===== config.mk =====
export PLATFORM = sky130hd
export DESIGN_NAME = rotation_period_monitor_unit
export DESIGN_NICKNAME = d
export VERILOG_FILES = /design/src/hdl/rpm_pkg.sv /design/src/hdl/rpm_div.sv /design/src/hdl/rotation_period_monitor_unit.sv
export SDC_FILE = /design/constraint.sdc
export NUM_CORES = 1
export LEC_CHECK = 0
export BUFFER_PORTS_ARGS = -buffer_cell sky130_fd_sc_hd__buf_2
export CAP_MARGIN = 15
export CORE_MARGIN = 2
export CORE_UTILIZATION = 63
export CTS_CLUSTER_DIAMETER = 80
export DETAILED_ROUTE_END_ITERATION = 16
export GPL_TIMING_DRIVEN = 0
export PLACE_DENSITY = 0.83
export SETUP_SLACK_MARGIN = 0.1
export SKIP_CTS_REPAIR_TIMING = 1
export SYNTH_ARGS = -nofsm -noshare
export SYNTH_HDL_FRONTEND = slang
export SYNTH_SLANG_ARGS = --single-unit

===== constraint.sdc =====
create_clock -name clk_i -period 8.2 [get_ports clk_i]
set_clock_uncertainty 0.2 [all_clocks]
set_input_delay 1.64 -clock clk_i [delete_from_list [all_inputs] [get_ports clk_i]]
set_output_delay 1.64 -clock clk_i [all_outputs]
set_load 0.01 [all_outputs]

===== src/hdl/rpm_pkg.sv =====
// Shared types and constants for the rotation period monitor.
// No dependencies; used by rpm_div and rotation_period_monitor_unit.
package rpm_pkg;

  localparam int unsigned TICK_MS       = 20;
  localparam int unsigned TIMEOUT_TICKS = 10000;

  localparam int unsigned CNT_W    = 16;
  localparam int unsigned RATE_W   = 12;
  localparam int unsigned PROD_W   = CNT_W + 10;  // tick count times TICK_MS
  localparam int unsigned CMP_W    = CNT_W + 7;   // value times 101
  localparam int unsigned DIV_W    = 16;
  localparam int unsigned DIVIDEND = 60000;       // ms per minute
  localparam int unsigned RATE_MAX = (1 << RATE_W) - 1;

  typedef enum logic [2:0] {
    PS_IDLE    = 3'd0,
    PS_STARTED = 3'd1,
    PS_RUNNING = 3'd2,
    PS_SLOW    = 3'd3,
    PS_FAST    = 3'd4,
    PS_NORMAL  = 3'd5
  } pump_state_e;

  typedef enum logic [2:0] {
    SQ_IDLE,
    SQ_CMP_SLOW,
    SQ_CMP_FAST,
    SQ_DIV_START,
    SQ_DIV_WAIT,
    SQ_DONE
  } seq_e;

  typedef struct packed {
    logic             done;
    logic [DIV_W-1:0] quotient;
  } div_res_t;

endpackage


===== src/hdl/rpm_div.sv =====
// Serial restoring divider: DIVIDEND / divisor, one quotient bit per cycle.
// Depends on rpm_pkg.
module rpm_div
  import rpm_pkg::*;
(
  input  logic             clk_i,
  input  logic             rst_ni,
  input  logic             start_i,
  input  logic [DIV_W-1:0] divisor_i,
  output div_res_t         res_o
);

  localparam int unsigned STEP_W = $clog2(DIV_W);

  logic              busy_q, busy_d;
  logic [STEP_W-1:0] step_q, step_d;
  logic [DIV_W-1:0]  rem_q, rem_d;
  logic [DIV_W-1:0]  quo_q, quo_d;
  logic [DIV_W-1:0]  dvs_q, dvs_d;
  logic              done_q, done_d;
  logic [DIV_W:0]    trial;
  logic              fits;

  assign trial = {rem_q, quo_q[DIV_W-1]};
  assign fits  = trial >= {1'b0, dvs_q};

  always_comb begin
    busy_d = busy_q;
    step_d = step_q;
    rem_d  = rem_q;
    quo_d  = quo_q;
    dvs_d  = dvs_q;
    done_d = 1'b0;
    if (start_i) begin
      busy_d = 1'b1;
      step_d = '0;
      rem_d  = '0;
      quo_d  = DIV_W'(DIVIDEND);
      dvs_d  = divisor_i;
    end else if (busy_q) begin
      // remainder stays below the divisor, so the low bits hold it
      rem_d  = fits ? DIV_W'(trial - {1'b0, dvs_q}) : trial[DIV_W-1:0];
      quo_d  = {quo_q[DIV_W-2:0], fits};
      step_d = step_q + 1'b1;
      if (step_q == STEP_W'(DIV_W - 1)) begin
        busy_d = 1'b0;
        done_d = 1'b1;
      end
    end
  end

  always_ff @(posedge clk_i or negedge rst_ni) begin
    if (!rst_ni) begin
      busy_q <= 1'b0;
      step_q <= '0;
      done_q <= 1'b0;
    end else begin
      busy_q <= busy_d;
      step_q <= step_d;
      done_q <= done_d;
    end
  end

  always_ff @(posedge clk_i) begin
    rem_q <= rem_d;
    quo_q <= quo_d;
    dvs_q <= dvs_d;
  end

  assign res_o.done     = done_q;
  assign res_o.quotient = quo_q;

endmodule


===== src/hdl/rotation_period_monitor_unit.sv =====
// Rotation period monitor: tick/start sequencer, tolerance window and rate.
// Depends on rpm_pkg and rpm_div.
// A start, idle tick or tick without a measured period goes to hand-off; a
// measured period takes up to two window compares on the shared comparator
// (none before running), then the serial divider unless it is zero, then
// hand-off. Input is taken only after hand-off, while a result still waits.
// Reset: asynchronous, active low; monitor idle, counters and period cleared.
module rotation_period_monitor_unit
  import rpm_pkg::*;
(
  input  logic        clk_i,
  input  logic        rst_ni,
  input  logic        cfg_we_i,
  input  logic [15:0] cfg_wdata_i,   // expected_period
  input  logic        s_axis_tvalid,
  output logic        s_axis_tready,
  input  logic [7:0]  s_axis_tdata,  // [0] marker_level, rest zero
  input  logic        s_axis_tuser,  // [0] cmd
  output logic        m_axis_tvalid,
  input  logic        m_axis_tready,
  // [2:0] pump_state, [18:3] period_ms, [34:19] period_delta,
  // [46:35] rate_per_minute, [47] alarm_underrun, [48] alarm_overrun,
  // [49] period_updated, rest zero
  output logic [55:0] m_axis_tdata
);

  seq_e              seq_q, seq_d;
  pump_state_e       run_q, run_d;
  logic [CNT_W-1:0]  tick_q, tick_d;
  logic [1:0]        rot_q, rot_d;
  logic              counting_q, counting_d;
  logic              prev_q, prev_d;
  logic [CNT_W-1:0]  period_q, period_d;
  logic [RATE_W-1:0] rate_q, rate_d;
  logic [CNT_W-1:0]  expected_q;
  logic              under_q, under_d;
  logic              over_q, over_d;
  logic              upd_q, upd_d;

  logic              out_valid_q, out_valid_d;
  logic [49:0]       out_q;
  logic              load;

  logic [CNT_W-1:0]  tick_inc;
  logic [PROD_W-1:0] prod;
  logic [CNT_W-1:0]  p_sat;
  logic              marker, edge_fall;
  logic [CMP_W-1:0]  p100, e101, e99, cmp_a, cmp_b;
  logic              cmp_gt;
  logic              div_start;
  div_res_t          div_res;

  rpm_div u_div (
    .clk_i     (clk_i),
    .rst_ni    (rst_ni),
    .start_i   (div_start),
    .divisor_i (period_q),
    .res_o     (div_res)
  );

  assign marker    = s_axis_tdata[0];
  assign edge_fall = !marker && prev_q;
  assign tick_inc  = (tick_q != {CNT_W{1'b1}}) ? tick_q + 1'b1 : tick_q;
  assign prod      = PROD_W'(tick_inc) * PROD_W'(TICK_MS);
  assign p_sat     = (prod > PROD_W'({CNT_W{1'b1}})) ? {CNT_W{1'b1}} : prod[CNT_W-1:0];

  assign p100 = CMP_W'(period_q) * CMP_W'(100);
  assign e101 = CMP_W'(expected_q) * CMP_W'(101);
  assign e99  = CMP_W'(expected_q) * CMP_W'(99);

  // one comparator serves both window edges
  always_comb begin
    if (seq_q == SQ_CMP_SLOW) begin
      cmp_a = p100;
      cmp_b = e101;
    end else begin
      cmp_a = e99;
      cmp_b = p100;
    end
  end
  assign cmp_gt = cmp_a > cmp_b;

  assign s_axis_tready = (seq_q == SQ_IDLE);
  assign load          = (seq_q == SQ_DONE) && (!out_valid_q || m_axis_tready);

  always_comb begin
    seq_d      = seq_q;
    run_d      = run_q;
    tick_d     = tick_q;
    rot_d      = rot_q;
    counting_d = counting_q;
    prev_d     = prev_q;
    period_d   = period_q;
    rate_d     = rate_q;
    under_d    = under_q;
    over_d     = over_q;
    upd_d      = upd_q;
    div_start  = 1'b0;
    unique case (seq_q)
      SQ_IDLE: begin
        if (s_axis_tvalid) begin
          under_d = 1'b0;
          over_d  = 1'b0;
          upd_d   = 1'b0;
          seq_d   = SQ_DONE;
          if (s_axis_tuser) begin
            run_d = PS_STARTED;
          end else if (run_q != PS_IDLE) begin
            tick_d  = tick_inc;
            under_d = tick_inc > CNT_W'(TIMEOUT_TICKS);
            prev_d  = marker;
            if (run_q == PS_STARTED && rot_q == 2'd3) begin
              run_d = PS_RUNNING;
            end
            if (edge_fall) begin
              tick_d = '0;
              if (!counting_q) begin
                counting_d = 1'b1;
              end else begin
                if (rot_q != 2'd3) rot_d = rot_q + 1'b1;
                period_d = p_sat;
                upd_d    = 1'b1;
                // window test only once running
                if (run_q == PS_STARTED && rot_q != 2'd3) begin
                  seq_d = SQ_DIV_START;
                end else begin
                  seq_d = SQ_CMP_SLOW;
                end
              end
            end
          end
        end
      end
      SQ_CMP_SLOW: begin
        if (cmp_gt) begin
          run_d   = PS_SLOW;
          under_d = 1'b1;
          seq_d   = SQ_DIV_START;
        end else begin
          seq_d = SQ_CMP_FAST;
        end
      end
      SQ_CMP_FAST: begin
        if (cmp_gt) begin
          run_d  = PS_FAST;
          over_d = 1'b1;
        end else begin
          run_d = PS_NORMAL;
        end
        seq_d = SQ_DIV_START;
      end
      SQ_DIV_START: begin
        if (period_q == '0) begin
          rate_d = '0;
          seq_d  = SQ_DONE;
        end else begin
          div_start = 1'b1;
          seq_d     = SQ_DIV_WAIT;
        end
      end
      SQ_DIV_WAIT: begin
        if (div_res.done) begin
          rate_d = (div_res.quotient > DIV_W'(RATE_MAX)) ? RATE_W'(RATE_MAX)
                                                         : div_res.quotient[RATE_W-1:0];
          seq_d  = SQ_DONE;
        end
      end
      SQ_DONE: begin
        if (load) seq_d = SQ_IDLE;
      end
      default: seq_d = SQ_IDLE;
    endcase
  end

  always_comb begin
    out_valid_d = out_valid_q;
    if (load) begin
      out_valid_d = 1'b1;
    end else if (m_axis_tready) begin
      out_valid_d = 1'b0;
    end
  end

  always_ff @(posedge clk_i or negedge rst_ni) begin
    if (!rst_ni) begin
      seq_q       <= SQ_IDLE;
      run_q       <= PS_IDLE;
      tick_q      <= '0;
      rot_q       <= '0;
      counting_q  <= 1'b0;
      prev_q      <= 1'b1;
      period_q    <= '0;
      rate_q      <= '0;
      expected_q  <= '0;
      under_q     <= 1'b0;
      over_q      <= 1'b0;
      upd_q       <= 1'b0;
      out_valid_q <= 1'b0;
    end else begin
      seq_q       <= seq_d;
      run_q       <= run_d;
      tick_q      <= tick_d;
      rot_q       <= rot_d;
      counting_q  <= counting_d;
      prev_q      <= prev_d;
      period_q    <= period_d;
      rate_q      <= rate_d;
      under_q     <= under_d;
      over_q      <= over_d;
      upd_q       <= upd_d;
      out_valid_q <= out_valid_d;
      if (cfg_we_i) expected_q <= cfg_wdata_i;
    end
  end

  // result word register
  always_ff @(posedge clk_i) begin
    if (load) begin
      out_q <= {upd_q, over_q, under_q, rate_q, period_q - expected_q, period_q, run_q};
    end
  end

  assign m_axis_tvalid = out_valid_q;
  assign m_axis_tdata  = {6'd0, out_q};

endmodule

# Yosys cells after proc, flatten, opt, wreduce, memory -nomap -nowiden
# Index checks and enable logic that the tools add are counted.
[totals] ff_bits=178 inputBits=30 out_inout_bits=58
[op_classes] addsub=5 mul=4 n_lt_le_gt_ge=5 eq_ne=18 n_mux=51 bitwise_logic=1 reduce_logical=26
[op_table] cell="two-way mux 16 bit" n=4
[op_table] cell="multiplier 16 x 7 -> 23 bit (second input constant)" n=2
[op_table] cell="two-way mux 23 bit" n=2
[op_table] cell="two-way mux 12 bit" n=3
[op_table] cell="two-way mux 3 bit" n=12
[op_table] cell="subtractor 16 bit" n=2
[op_table] cell="case mux 12 bit (2 select lines)" n=1
[op_table] cell="> comparator 23 bit" n=1
[op_table] cell="two-way mux 1 bit" n=22
[op_table] cell="> comparator 21 x 16 -> 1 bit (second input constant)" n=1
[op_table] cell="multiplier 16 x 5 -> 21 bit (second input constant)" n=1
[op_table] cell="multiplier 16 x 3 -> 19 bit (second input constant)" n=1
[op_table] cell="case mux 3 bit (6 select lines)" n=1
[op_table] cell="greater-or-equal comparator 17 x 16 -> 1 bit" n=1
[op_table] cell="adder 16 x 1 -> 16 bit (second input constant)" n=1
[op_table] cell="> comparator 16 x 12 -> 1 bit (second input constant)" n=1
[op_table] cell="> comparator 16 x 14 -> 1 bit (second input constant)" n=1
[op_table] cell="zero test 16 bit" n=1
[op_table] cell="!= test 16 bit (second input constant)" n=1
[op_table] cell="!= test 2 bit (second input constant)" n=6
[op_table] cell="AND reduction 3 bit" n=4
[op_table] cell="AND reduction 5 bit" n=2
[op_table] cell="nonzero test 2 bit" n=5
[op_table] cell="case mux 3 bit (3 select lines)" n=1
[op_table] cell="other kinds (22)" n=33

# Depth between registers and ports, before layout
# Gate-level depths: netlist (run 1).
[logic_depth] depth_word=9 depth_mapped=26

# Modules after synthesis
# Synthesis (run 1) repeated with hierarchy kept, for this count alone.
[hier_totals] cells_unflattened=1699 hier_area_um2=15894.0
[by_module_without_submodules] mod="rotation_period_monitor_unit" instances=1 cells_per_inst=1375 area_per_inst_um2=12690.9 seq_area_each_um2=3299.4
[by_module_without_submodules] mod="rpm_div" instances=1 cells_per_inst=324 area_per_inst_um2=3203.1 seq_area_each_um2=1271.2

# Worst setup path before layout (run 1)
# OpenSTA, ideal clock, no wires.
[synth_timing] kind="flip-flop to flip-flop" start="register expected_q[7]" end="register seq_q[0]" setup_ps=134 t_arrival_ps=5366 setup_slack_ps=2499 stages_incl_launch_ff=24 period_less_slack_ps=5701 cell_sequence="dfrtp_1 > ha_1 > fa_1 > ha_1 > inv_1 > fa_1 > inv_1 > ha_1 > nand2_1 > or4_1 > o221ai_1 > o21a_1 > o41ai_2 > nor2_1 > nor4_1 > o32a_1 > ha_1 > nand3_1 > nor3_1 > nand2_1 > o22ai_1 > nor2_1 > a2111oi_0 > nor3_1"
[synth_between] elab_chain_cells=5
[synth_rtl] element="from (decl)" line="rotation_period_monitor_unit.sv:35" source="logic [CNT_W-1:0] expected_q;"
[synth_rtl] element="from (signal assigned)" line="rotation_period_monitor_unit.sv:212" source="if (cfg_we_i) expected_q <= cfg_wdata_i;"
[synth_rtl] element="multiplier 16 x 7 -> 23 bit (on tied branches)" line="rotation_period_monitor_unit.sv:69, rotation_period_monitor_unit.sv:68"
[synth_rtl] element="two-way mux 23 bit" line="rotation_period_monitor_unit.sv:73" source="if (seq_q == SQ_CMP_SLOW) begin"
[synth_rtl] element="> comparator 23 bit *" line="rotation_period_monitor_unit.sv:81" source="assign cmp_gt = cmp_a > cmp_b;"
[synth_rtl] element="two-way mux 1 bit *" line="rotation_period_monitor_unit.sv:135" source="if (cmp_gt) begin"
[synth_rtl] element="case mux 3 bit (6 select lines) *" line="rotation_period_monitor_unit.sv:99" source="unique case (seq_q)"
[synth_rtl] element="to (signal assigned)" line="rotation_period_monitor_unit.sv:200" source="seq_q <= seq_d;"
[synth_rtl] element="to (decl)" line="rotation_period_monitor_unit.sv:27" source="seq_e seq_q, seq_d;"
# Mark *: on every way between the ends. The rest lies on a longest branch, timed or not.
# A chain may end at the register's enable or synchronous reset.

# Worst setup path in the final report (run 1)
[layout_timing] start="register expected_q[4]" end="register under_q"
[layout_between] elab_chain_cells=5
[layout_rtl] element="multiplier 16 x 7 -> 23 bit (on tied branches)" line="rotation_period_monitor_unit.sv:69, rotation_period_monitor_unit.sv:68"
[layout_rtl] element="two-way mux 23 bit" line="rotation_period_monitor_unit.sv:73"
[layout_rtl] element="> comparator 23 bit *" line="rotation_period_monitor_unit.sv:81"
[layout_rtl] element="!= test 2 bit (no source line) *"
[layout_rtl] element="AND reduction 3 bit (no source line) *"
[layout_rtl] element="to (signal assigned)" line="rotation_period_monitor_unit.sv:208" source="under_q <= under_d;"
[layout_rtl] element="to (decl)" line="rotation_period_monitor_unit.sv:36" source="logic under_q, under_d;"
# Marks and branches as above.

==> results of run 1 <==
-- synthesized netlist by cell type, drive strengths merged, types with 6 or more instances --
master / n / area [µm²]
a211o: 7 / 70.1
nand3: 28 / 145
and2: 9 / 56.3
nand2b: 20 / 125
nand2: 120 / 453
a31oi: 18 / 113
o31ai: 12 / 109
xor2: 35 / 307
o22a: 16 / 146
dfxtp: 32 / 641
a211oi: 12 / 95.1
mux2i: 32 / 333
o211ai: 8 / 65.1
or3: 9 / 56.3
o21ai: 114 / 574
nand3b: 8 / 60.1
nor2b: 15 / 93.8
xnor2: 52 / 455
clkbuf: 27 / 101
a21oi: 103 / 531
edfxtp: 64 / 1920
nor4: 8 / 56.3
nand4: 16 / 121
nor2: 96 / 360
o21bai: 8 / 60.1
inv: 206 / 773
nor3: 27 / 169
a22o: 9 / 80.1
buf: 15 / 114
dfrtp: 78 / 1950
mux2: 6 / 67.6
and3: 11 / 68.8
o21a: 18 / 135
a21o: 35 / 263
fa: 52 / 1040
ha: 253 / 3170
-- layer usage --
| layer | vias to the layer above | global-route usage (%) | part of all wire [%] |
|---|---|---|---|
| li1 | 6018 | - | - |
| met5 | - | 0 | 0 |
| met1 | 6063 | 39.0 | 43 |
| met4 | 0 | 11.2 | 3.6 |
| met2 | 462 | 50.2 | 47 |
| met3 | 94 | 4.36 | 5.9 |
-- registers in the layout, summed over array words and instances, names as in the netlist, 2 cells and up --
name	cells
tick_q	16
out_q	49
u_div.step_q	4
seq_q	3
u_div.quo_q	16
u_div.rem_q	16
rot_q	2
rate_q	12
u_div.dvs_q	15
expected_q	16
run_q	3
period_q	15
-- layout make-up --
| type | count | area (µm²) |
|---|---|---|
| well taps | 324 | 405 |
| fillers | 1812 | 7260 |
| repair buffers | 78 | 443 |
| plain buffers | 42 | 215 |
| multi-input cells | 1225 | 9960 |
| clock inverters | 15 | 223 |
| inverters | 207 | 777 |
| clock buffers | 17 | 425 |
| flip-flops and latches | 175 | 4540 |
-- final timing paths --
check / cells past startpoint / end / start / slack, ns
worst min register to register: 0 / out_q[38] / rate_q[3] / 0.25
max in group asynchronous: 2 / prev_q / rst_ni / 6.31
worst max register to register: 24 / under_q / expected_q[4] / 1.43
worst max-delay path: 24 / under_q / expected_q[4] / 1.43
worst min-delay path: 0 / out_q[38] / rate_q[3] / 0.25
min in group asynchronous: 1 / expected_q[8] / rst_ni / 0.82
-- worst max-delay path, cell delays in order, from the launching register on --
cell and delay (ns):
dfrtp_1 0.52, ha_1 0.36, inv_1 0.09, fa_1 0.51
inv_1 0.04, ha_1 0.27, inv_1 0.05, fa_1 0.49
inv_1 0.04, ha_1 0.30, o21ai_1 0.12, or4_1 0.51
o221ai_1 0.36, o21a_1 0.20, o41ai_2 0.09, nor2_1 0.17
nor4_1 0.07, o32a_1 0.35, ha_1 0.30, nand3_1 0.12
o31ai_1 0.50, o22ai_1 0.16, nor2_1 0.46, a221oi_1 0.17
nor3_1 0.21
-- power groups by stage --
stage	clock, mW	combinational (mW)	sequential, mW
6_report	0.899	2.33	1.13
5_1_grt	0.930	2.61	1.14
4_1_cts	0.902	2.30	1.13
3_5_place_dp	0	2.27	1.14
3_3_place_gp	0	2.18	1.15
2_1_floorplan	0	1.68	1.16
-- logic make-up after synthesis --
logic type / share of synthesized area [%]
AO/OA/AOI/OAI: 17.0
XOR/XNOR: 4.93
adder cells (fa/ha/maj): 27.2
buffers and inverters: 6.41
flip-flops: 29.4
multiplexers: 2.59
other: 0.0242
AND/OR/NAND/NOR: 12.5
-- stage by stage --
| stage | std cells | hold slack, ns |
|---|---|---|
| 6_report | 2083 | 0.247 |
| 3_5_place_dp | 2051 | 0.238 |
| 5_1_grt | 2083 | 0.259 |
| 2_1_floorplan | 1649 | 0.225 |
| 4_1_cts | 2083 | 0.247 |
| 3_3_place_gp | 2047 | 0.231 |
-- cells in the final DEF, fill, tap and decap left out, types with 7 or more instances in the layout --
master,instances
nand2_1,119
fa_1,52
o211ai_1,7
a21o_1,35
o21ai_1,7
o21a_1,18
xnor2_1,52
a22o_1,8
clkbuf_16,17
buf_2,74
edfxtp_1,64
nand2b_1,20
o22a_1,11
and3_1,11
clkbuf_1,27
nor3_1,24
nor2_1,95
nor4_1,7
o21bai_1,8
xor2_1,35
dfxtp_1,32
o21ai_0,106
ha_1,253
dfrtp_1,78
o31ai_1,10
nand3_1,27
mux2i_1,31
a31oi_1,18
or3_1,9
nor2b_1,15
nand4_1,14
and2_1,9
a211oi_1,11
a21oi_1,101
inv_1,206
buf_4,11
nand3b_1,8
==> metrics, run 1 <==
synth warn=0; final wirelength=37.9 mm; Port Buffers=74; die area=25800 µm²; Main synth FF type=dfrtp_1; Least-Margin Pin Slew=0.800 ns; Clock Tree Root=clkbuf_16; FFs w/ async S/R, synth=45.1%; Worst EP required=8.36 ns; Final Hold Vio Count=0; TritonCTS clock tree=built; kind of critical path=flip-flop to flip-flop; Synth Cell Area=15500 µm²; core area=24200 µm²; number of core rows=57; # IOs=88; All-Layer GR Usage=29.7%; Final TNS setup=0 ns; largest net degree at the start of global routing=70; Tot Pwr=4.36 mW; clk buf depth=2; worst min path class=flip-flop to flip-flop; GP Congestion=0.898; Die W=161 µm; Leakage=8.51 nW; H-tree depth=4; Synth-to-Final Area Change=9.84%; CTS sink count=175; Final Util=70.1%; vias in the first global route=12563; Clock power frac=20.6%; antenna violations before repair=0; Post-DP Area=16300 µm²; flops & latches, synth=175; Skew-Pair Late Insertion Delay=0.46 ns; Initial Util=63.8%; Remaining DRCs=0; Synth Area per Inst=9.41 µm²; Vias=12637; PwrDens=256 nW/µm²; Final ANT Viol Nets=0; remaining global-route overflow=0; share of layout cells above drive strength 1=9.32%; cell area after layout=17000 µm²; Diodes inserted=0; 1st-iter DRT viols=875; Num CTS Buffers=17; Max-cap violations=0; worst-path fanout max=7; drt first pass iters=7; outcome=finished, final reports clean; wire per inst=18.2 µm; Max Clk Rate=0.148 GHz; period utilization=82.5%; Worst Slack Setup Final=1.43 ns; Vias/cell=6.07; worst slack at placement=1.55 ns; Comb pwr share=53.5%; crit path launch type=flip-flop; Sw Share=44.0%; Die Y=161 µm; Net Switching=1.92 mW; Setup violations, final=0; Slew Viols, Final=0; VDD IR max=0.134 mV; RSZ-0062 raised after global routing=false; min cycle time layout=6.77 ns; count of cell types in the netlist=93; Flop pwr share=25.9%; first-pass GRT wire length=61.8 mm; Post-Syn Instances=1644; sequential area share after synthesis=29.4%; Final #Nets=2081; Reg clk slew, reported paths=0.09 ns; slew margin rel.=46.1%; HPWL after DPL=28.7 mm; Critical Path Sink Type=flip-flop; WP data arrival=6.93 ns; internal power=2.44 mW; EDFF count, synth=64
Note: power is estimated with default switching activity, not from simulation.
==> run 2: changes to the inputs <==
--- a/config.mk
+++ b/config.mk
@@ -5,6 +5,7 @@
 export SDC_FILE = /design/constraint.sdc
 export NUM_CORES = 1
 export LEC_CHECK = 0
+export ABC_AREA = 1
 export BUFFER_PORTS_ARGS = -buffer_cell sky130_fd_sc_hd__buf_2
 export CAP_MARGIN = 15
 export CORE_MARGIN = 2
==> constraint.sdc (replaced) <==
create_clock -name clk_i -period 6.4 [get_ports clk_i]
set_clock_uncertainty 0.2 [all_clocks]
set_input_delay 1.28 -clock clk_i [delete_from_list [all_inputs] [get_ports clk_i]]
set_output_delay 1.28 -clock clk_i [all_outputs]
set_load 0.01 [all_outputs]
==> run 2 against run 1 <==
Effect of this change: non-clock buffer count is 4 lower; critical path depth grew 2; hold slack worse by 0.0023 ns; wire length is 13% higher; die area rose by 5.2%; total power is 69% higher; via count up 15%; sequential share of layout area decreased by 1.1 points; combinational power up 100%; utilization increased by 0.13 points; critical endpoint is now run_q[1].
==> metrics, run 2 <==
R2R depth=26; All-Layer GR Usage=32.1%; Clock power frac=14.0%; Critical Path Most Common Cell=nand2_1; Worst EP required=6.52 ns; Final #Nets=2515; # IOs=88; drt first pass iters=6; vias in the first global route=14064; Max-cap violations=0; largest stage delay on the critical path=0.51 ns; RSZ-0062 raised after global routing=false; Max Clk Rate=0.168 GHz; worst slack at placement=0.549 ns; Net Switching=3.71 mW; largest reg by FF count=out_q; GP Congestion=0.967; largest area contributor in the netlist=ha_1; Skew-Pair Late Insertion Delay=0.45 ns; worst-path fanout max=6; DR top layer=met4; Diodes inserted=0; top post-synthesis cells by area=ha_1, dfrtp_1, edfxtp_1; clk buf depth=2; Remaining DRCs=0; kind of critical path=flip-flop to flip-flop; reg-to-reg endpoint=run_q[1]; share of layout cells above drive strength 1=7.89%; EDFF count, synth=64; largest net degree at the start of global routing=46; Die Y=165 µm; r2r setup slk=0.44 ns; most frequent cell after synthesis=nand2_1; slew margin rel.=52.2%; most frequent cells in the layout=nand2_1, inv_1, ha_1; Filler cells=2005; delay-heaviest family, CP=adder cells; sequential area share after synthesis=27.9%; Final ANT Viol Nets=0; Least-Margin Pin Slew=0.709 ns; Sw Share=50.3%; min cycle time layout=5.96 ns; Flop pwr share=21.8%; commonest non-fill, non-tap cell in the layout=nand2_1; Crit. path cell count=26; Port Buffers=74; met2 WL post-DR=19.6 mm; top cells by instance count after synthesis=nand2_1, inv_1, ha_1; period utilization=93.2%; TritonCTS clock tree=built; final wirelength=42.7 mm; top cell type's share of synthesized area=19.4%; Critical Path Sink Type=flip-flop; Comb pwr share=64.2%; Setup violations, final=0; die area=27200 µm²; HPWL after DPL=33.6 mm; flops & latches, synth=175; Largest register FFs=49; Vias/cell=5.77; Vias=14567; Main synth FF type=dfrtp_1; crit path launch type=flip-flop; antenna violations before repair=1; Synth-to-Final Area Change=8.81%; VDD IR max=0.507 mV; FFs w/ async S/R, synth=45.1%; first-pass GRT wire length=68.6 mm; Worst Slack Setup Final=0.438 ns; Synth Cell Area=16300 µm²; count of cell types in the netlist=59; Final Util=70.2%; DR WL met3=3.35 mm; Final TNS setup=0 ns; synth warn=0; internal power=3.66 mW; Final Hold Vio Count=0; Reg clk slew, reported paths=0.08 ns; WP buf/inv=3; CTS sink count=175; Initial Util=64.5%; Cell Count Post-Placement=2492; 1st-iter DRT viols=1388; Clock Tree Root=clkbuf_16; core area=25300 µm²; WL met1=18.2 mm; non-filler cells, final=2523; crit path from=expected_q[2]; WP data arrival=6.08 ns; Post-Syn Instances=2081; worst min path class=flip-flop to flip-flop; CP Capture Point=run_q[1]; Slew Viols, Final=0; CP max stage cell=fa_1; Leakage=9.54 nW; outcome=finished, final reports clean; wire per inst=16.9 µm; number of core rows=58; Die W=165 µm; Critical R2R Launch=expected_q[2]; remaining global-route overflow=0; Num CTS Buffers=17; PwrDens=416 nW/µm²; Tot Pwr=7.37 mW; Synth Area per Inst=7.83 µm²; H-tree depth=4
[run 2: metal layers]
| metal | up-vias | track usage, % |
|---|---|---|
| met5 | - | 0 |
| met4 | 0 | 13.0 |
| met3 | 123 | 4.92 |
| met2 | 571 | 52.1 |
| met1 | 6816 | 43.1 |
| li1 | 7057 | - |
[run 2: kinds of logic (layout without fill, tap and decap cells)]
| logic type | count (synthesis) | in the layout | synth area share, % |
|---|---|---|---|
| AOI/OAI and AO/OA | 349 | 349 | 12.1 |
| xor gates and xnor gates | 74 | 74 | 3.98 |
| adders and majority gates | 305 | 305 | 25.8 |
| buffers and inverters | 402 | 509 | 9.66 |
| DFF | 175 | 175 | 27.9 |
| muxes | 7 | 7 | 0.438 |
| other | 1 | 6 | 0.0230 |
| and+or+nand+nor | 768 | 768 | 20.1 |
[run 2: how the worst min path moves through the flow]
stage	start	endpoint	slack, ns	cells past startpoint
6_report	rate_q[5]	out_q[40]	0.24	0
4_1_cts	rate_q[5]	out_q[40]	0.25	0
3_5_place_dp	rate_q[5]	out_q[40]	0.23	0
2_1_floorplan	rate_q[0]	out_q[35]	0.22	0
3_3_place_gp	rate_q[1]	out_q[36]	0.23	0
5_1_grt	rate_q[3]	out_q[38]	0.26	0
[run 2: final cells by class]
cell class | instances | area (µm²) | share of cell area [%]
inverters | 361 | 1360 | 7.66
repair buffers | 76 | 420 | 2.37
clock buffers | 17 | 425 | 2.40
flip-flops and latches | 175 | 4550 | 25.6
clock inverters | 15 | 145 | 0.819
multi-input cells | 1509 | 10200 | 57.6
well taps | 330 | 413 | 2.33
plain buffers | 40 | 213 | 1.20
[run 2: worst register-to-register path, delay by kind of cell (launching register included)]
family / cells / cell delay (ns)
AO/OA/AOI/OAI: 4 / 0.72
AND/OR/NAND/NOR: 13 / 1.77
flip-flops: 1 / 0.48
adder cells (fa/ha/maj): 6 / 2.47
buffers and inverters: 3 / 0.21
[run 2: through the flow]
stage	hold WS, ns	instance area [µm²]
6_report	0.245	17700
5_1_grt	0.261	17700
4_1_cts	0.249	17700
3_5_place_dp	0.235	17200
3_3_place_gp	0.233	17100
2_1_floorplan	0.225	16300
[run 2: power by group through the flow]
stage,Sequential (mW),Combinational [mW],Clock [mW]
after floorplan,1.61,3.42,0
after global placement,1.63,4.44,0
after detailed placement,1.62,4.59,0
after CTS,1.60,4.65,1.03
after global routing,1.63,5.35,1.07
final,1.61,4.73,1.03
==> run 3: changes to the inputs <==
--- a/config.mk
+++ b/config.mk
@@ -8,7 +8,7 @@
 export ABC_AREA = 1
 export BUFFER_PORTS_ARGS = -buffer_cell sky130_fd_sc_hd__buf_2
 export CAP_MARGIN = 15
-export CORE_MARGIN = 2
+export CORE_MARGIN = 1
 export CORE_UTILIZATION = 63
 export CTS_CLUSTER_DIAMETER = 80
 export DETAILED_ROUTE_END_ITERATION = 16
==> constraint.sdc (replaced) <==
create_clock -name clk_i -period 6.5 [get_ports clk_i]
set_clock_uncertainty 0.2 [all_clocks]
set_input_delay 1.3 -clock clk_i [delete_from_list [all_inputs] [get_ports clk_i]]
set_output_delay 1.3 -clock clk_i [all_outputs]
set_load 0.01 [all_outputs]
==> run 3 against run 2 <==
Effect of this change: cell count is essentially flat; setup slack gained 0.045 ns; count of clock-buffer cells in the layout grew 1; largest cell class unchanged; utilization shrank 0.15 points; register-to-register slack gained 0.05 ns; critical path type unchanged; fmax shrank 0.91%; wire length shrank 0.46%; combinational power shrank 2%; die area shrank 2.4%; critical path depth grew 3.
==> metrics, run 3 (synthesized netlist as in run 2, its figures left out) <==
outcome=finished, final reports clean; first-pass GRT wire length=67.9 mm; worst slack at placement=0.660 ns; Critical Path Sink Type=flip-flop; wire per inst=16.8 µm; Final TNS setup=0 ns; Leakage=9.52 nW; TritonCTS clock tree=built; Hold Path Sink=out_q[36]; Die W=163 µm; non-filler cells, final=2524; Initial Util=64.5%; crit path launch type=flip-flop; Vias/cell=5.80; CP max stage cell=dfrtp_1; Diodes inserted=0; Reg clk slew, reported paths=0.07 ns; Least-Margin Pin Slew=0.734 ns; largest stage delay on the critical path=0.54 ns; Hold Crit Depth=0; Die Y=163 µm; All-Layer GR Usage=32.6%; worst min path class=flip-flop to flip-flop; # IOs=88; Skew-Pair Late Insertion Delay=0.44 ns; Clock Tree Root=clkbuf_16; Setup violations, final=0; crit path from=expected_q[7]; largest reg by FF count=out_q; reg-to-reg endpoint=run_q[0]; slew margin rel.=51.1%; GP Congestion=0.968; WP data arrival=6.14 ns; worst-path fanout max=7; kind of critical path=flip-flop to flip-flop; Final #Nets=2516; r2r setup slk=0.48 ns; HPWL after DPL=33.4 mm; hold_sp=rate_q[1]; Max Clk Rate=0.166 GHz; Num CTS Buffers=17; Critical Path Most Common Cell=nand2_1; Slew Viols, Final=0; Max-cap violations=0; Synth-to-Final Area Change=8.57%; Final ANT Viol Nets=0; Vias=14650; most frequent cells in the layout=nand2_1, inv_1, ha_1; share of layout cells above drive strength 1=7.57%; Final Hold Vio Count=0; Largest register FFs=49; PwrDens=406 nW/µm²; 1st-iter DRT viols=1312; Filler cells=2054; RSZ-0062 raised after global routing=false; largest net degree at the start of global routing=48; antenna violations before repair=0; vias in the first global route=13799; core area=25300 µm²; clk buf depth=2; Worst EP required=6.63 ns; VDD IR max=0.508 mV; Remaining DRCs=0; die area=26500 µm²; Cell Count Post-Placement=2492; min cycle time layout=6.02 ns; delay-heaviest family, CP=adder cells; Critical R2R Launch=expected_q[7]; period utilization=92.6%; drt first pass iters=9; H-tree depth=4; WP buf/inv=5; Worst Slack Setup Final=0.483 ns; final wirelength=42.5 mm; CTS sink count=175; commonest non-fill, non-tap cell in the layout=nand2_1; Tot Pwr=7.18 mW; remaining global-route overflow=0; number of core rows=58; R2R depth=29; Port Buffers=74
-- run 3: worst max path at each step --
stage / slack (ns) / end / depth (start not counted)
CTS: 0.59 / run_q[0] / 26
global placement: 0.69 / run_q[0] / 29
floorplan: 1.54 / run_q[0] / 30
detailed placement: 0.66 / run_q[0] / 29
finish: 0.48 / run_q[0] / 29
global route: 0.12 / run_q[0] / 29
-- run 3: routing by layer --
metal / global-route usage [%] / part of all wire, % / wire length [µm]
met4: 11.3 / 3.1 / 1330
met2: 54.2 / 46 / 19700
met5: 0 / 0 / 0
met1: 42.9 / 43 / 18100
met3: 5.12 / 7.8 / 3300
-- run 3: report_power, final --
group          internal, mW  switching [mW]
clock                 0.495           0.477
sequential             1.41           0.176
combinational          1.68            2.94
-- run 3: per-stage QoR --
step	instance area (µm²)	hold slack (ns)	util (%)
final	17700	0.252	70.1
after global routing	17700	0.264	70.1
after CTS	17700	0.254	70.1
after detailed placement	17200	0.233	67.9
after global placement	17100	0.230	67.7
after floorplan	16300	0.225	-
-- run 3: final cells by class --
type / count / area (µm²) / area share, %
Buffer: 41 / 216 / 1.22
Clock inverter: 14 / 108 / 0.608
Inverter: 361 / 1360 / 7.67
Multi-Input combinational cell: 1509 / 10200 / 57.7
Clock buffer: 18 / 429 / 2.43
Timing Repair Buffer: 76 / 420 / 2.38
Tap cell: 330 / 413 / 2.33
Sequential cell: 175 / 4540 / 25.7
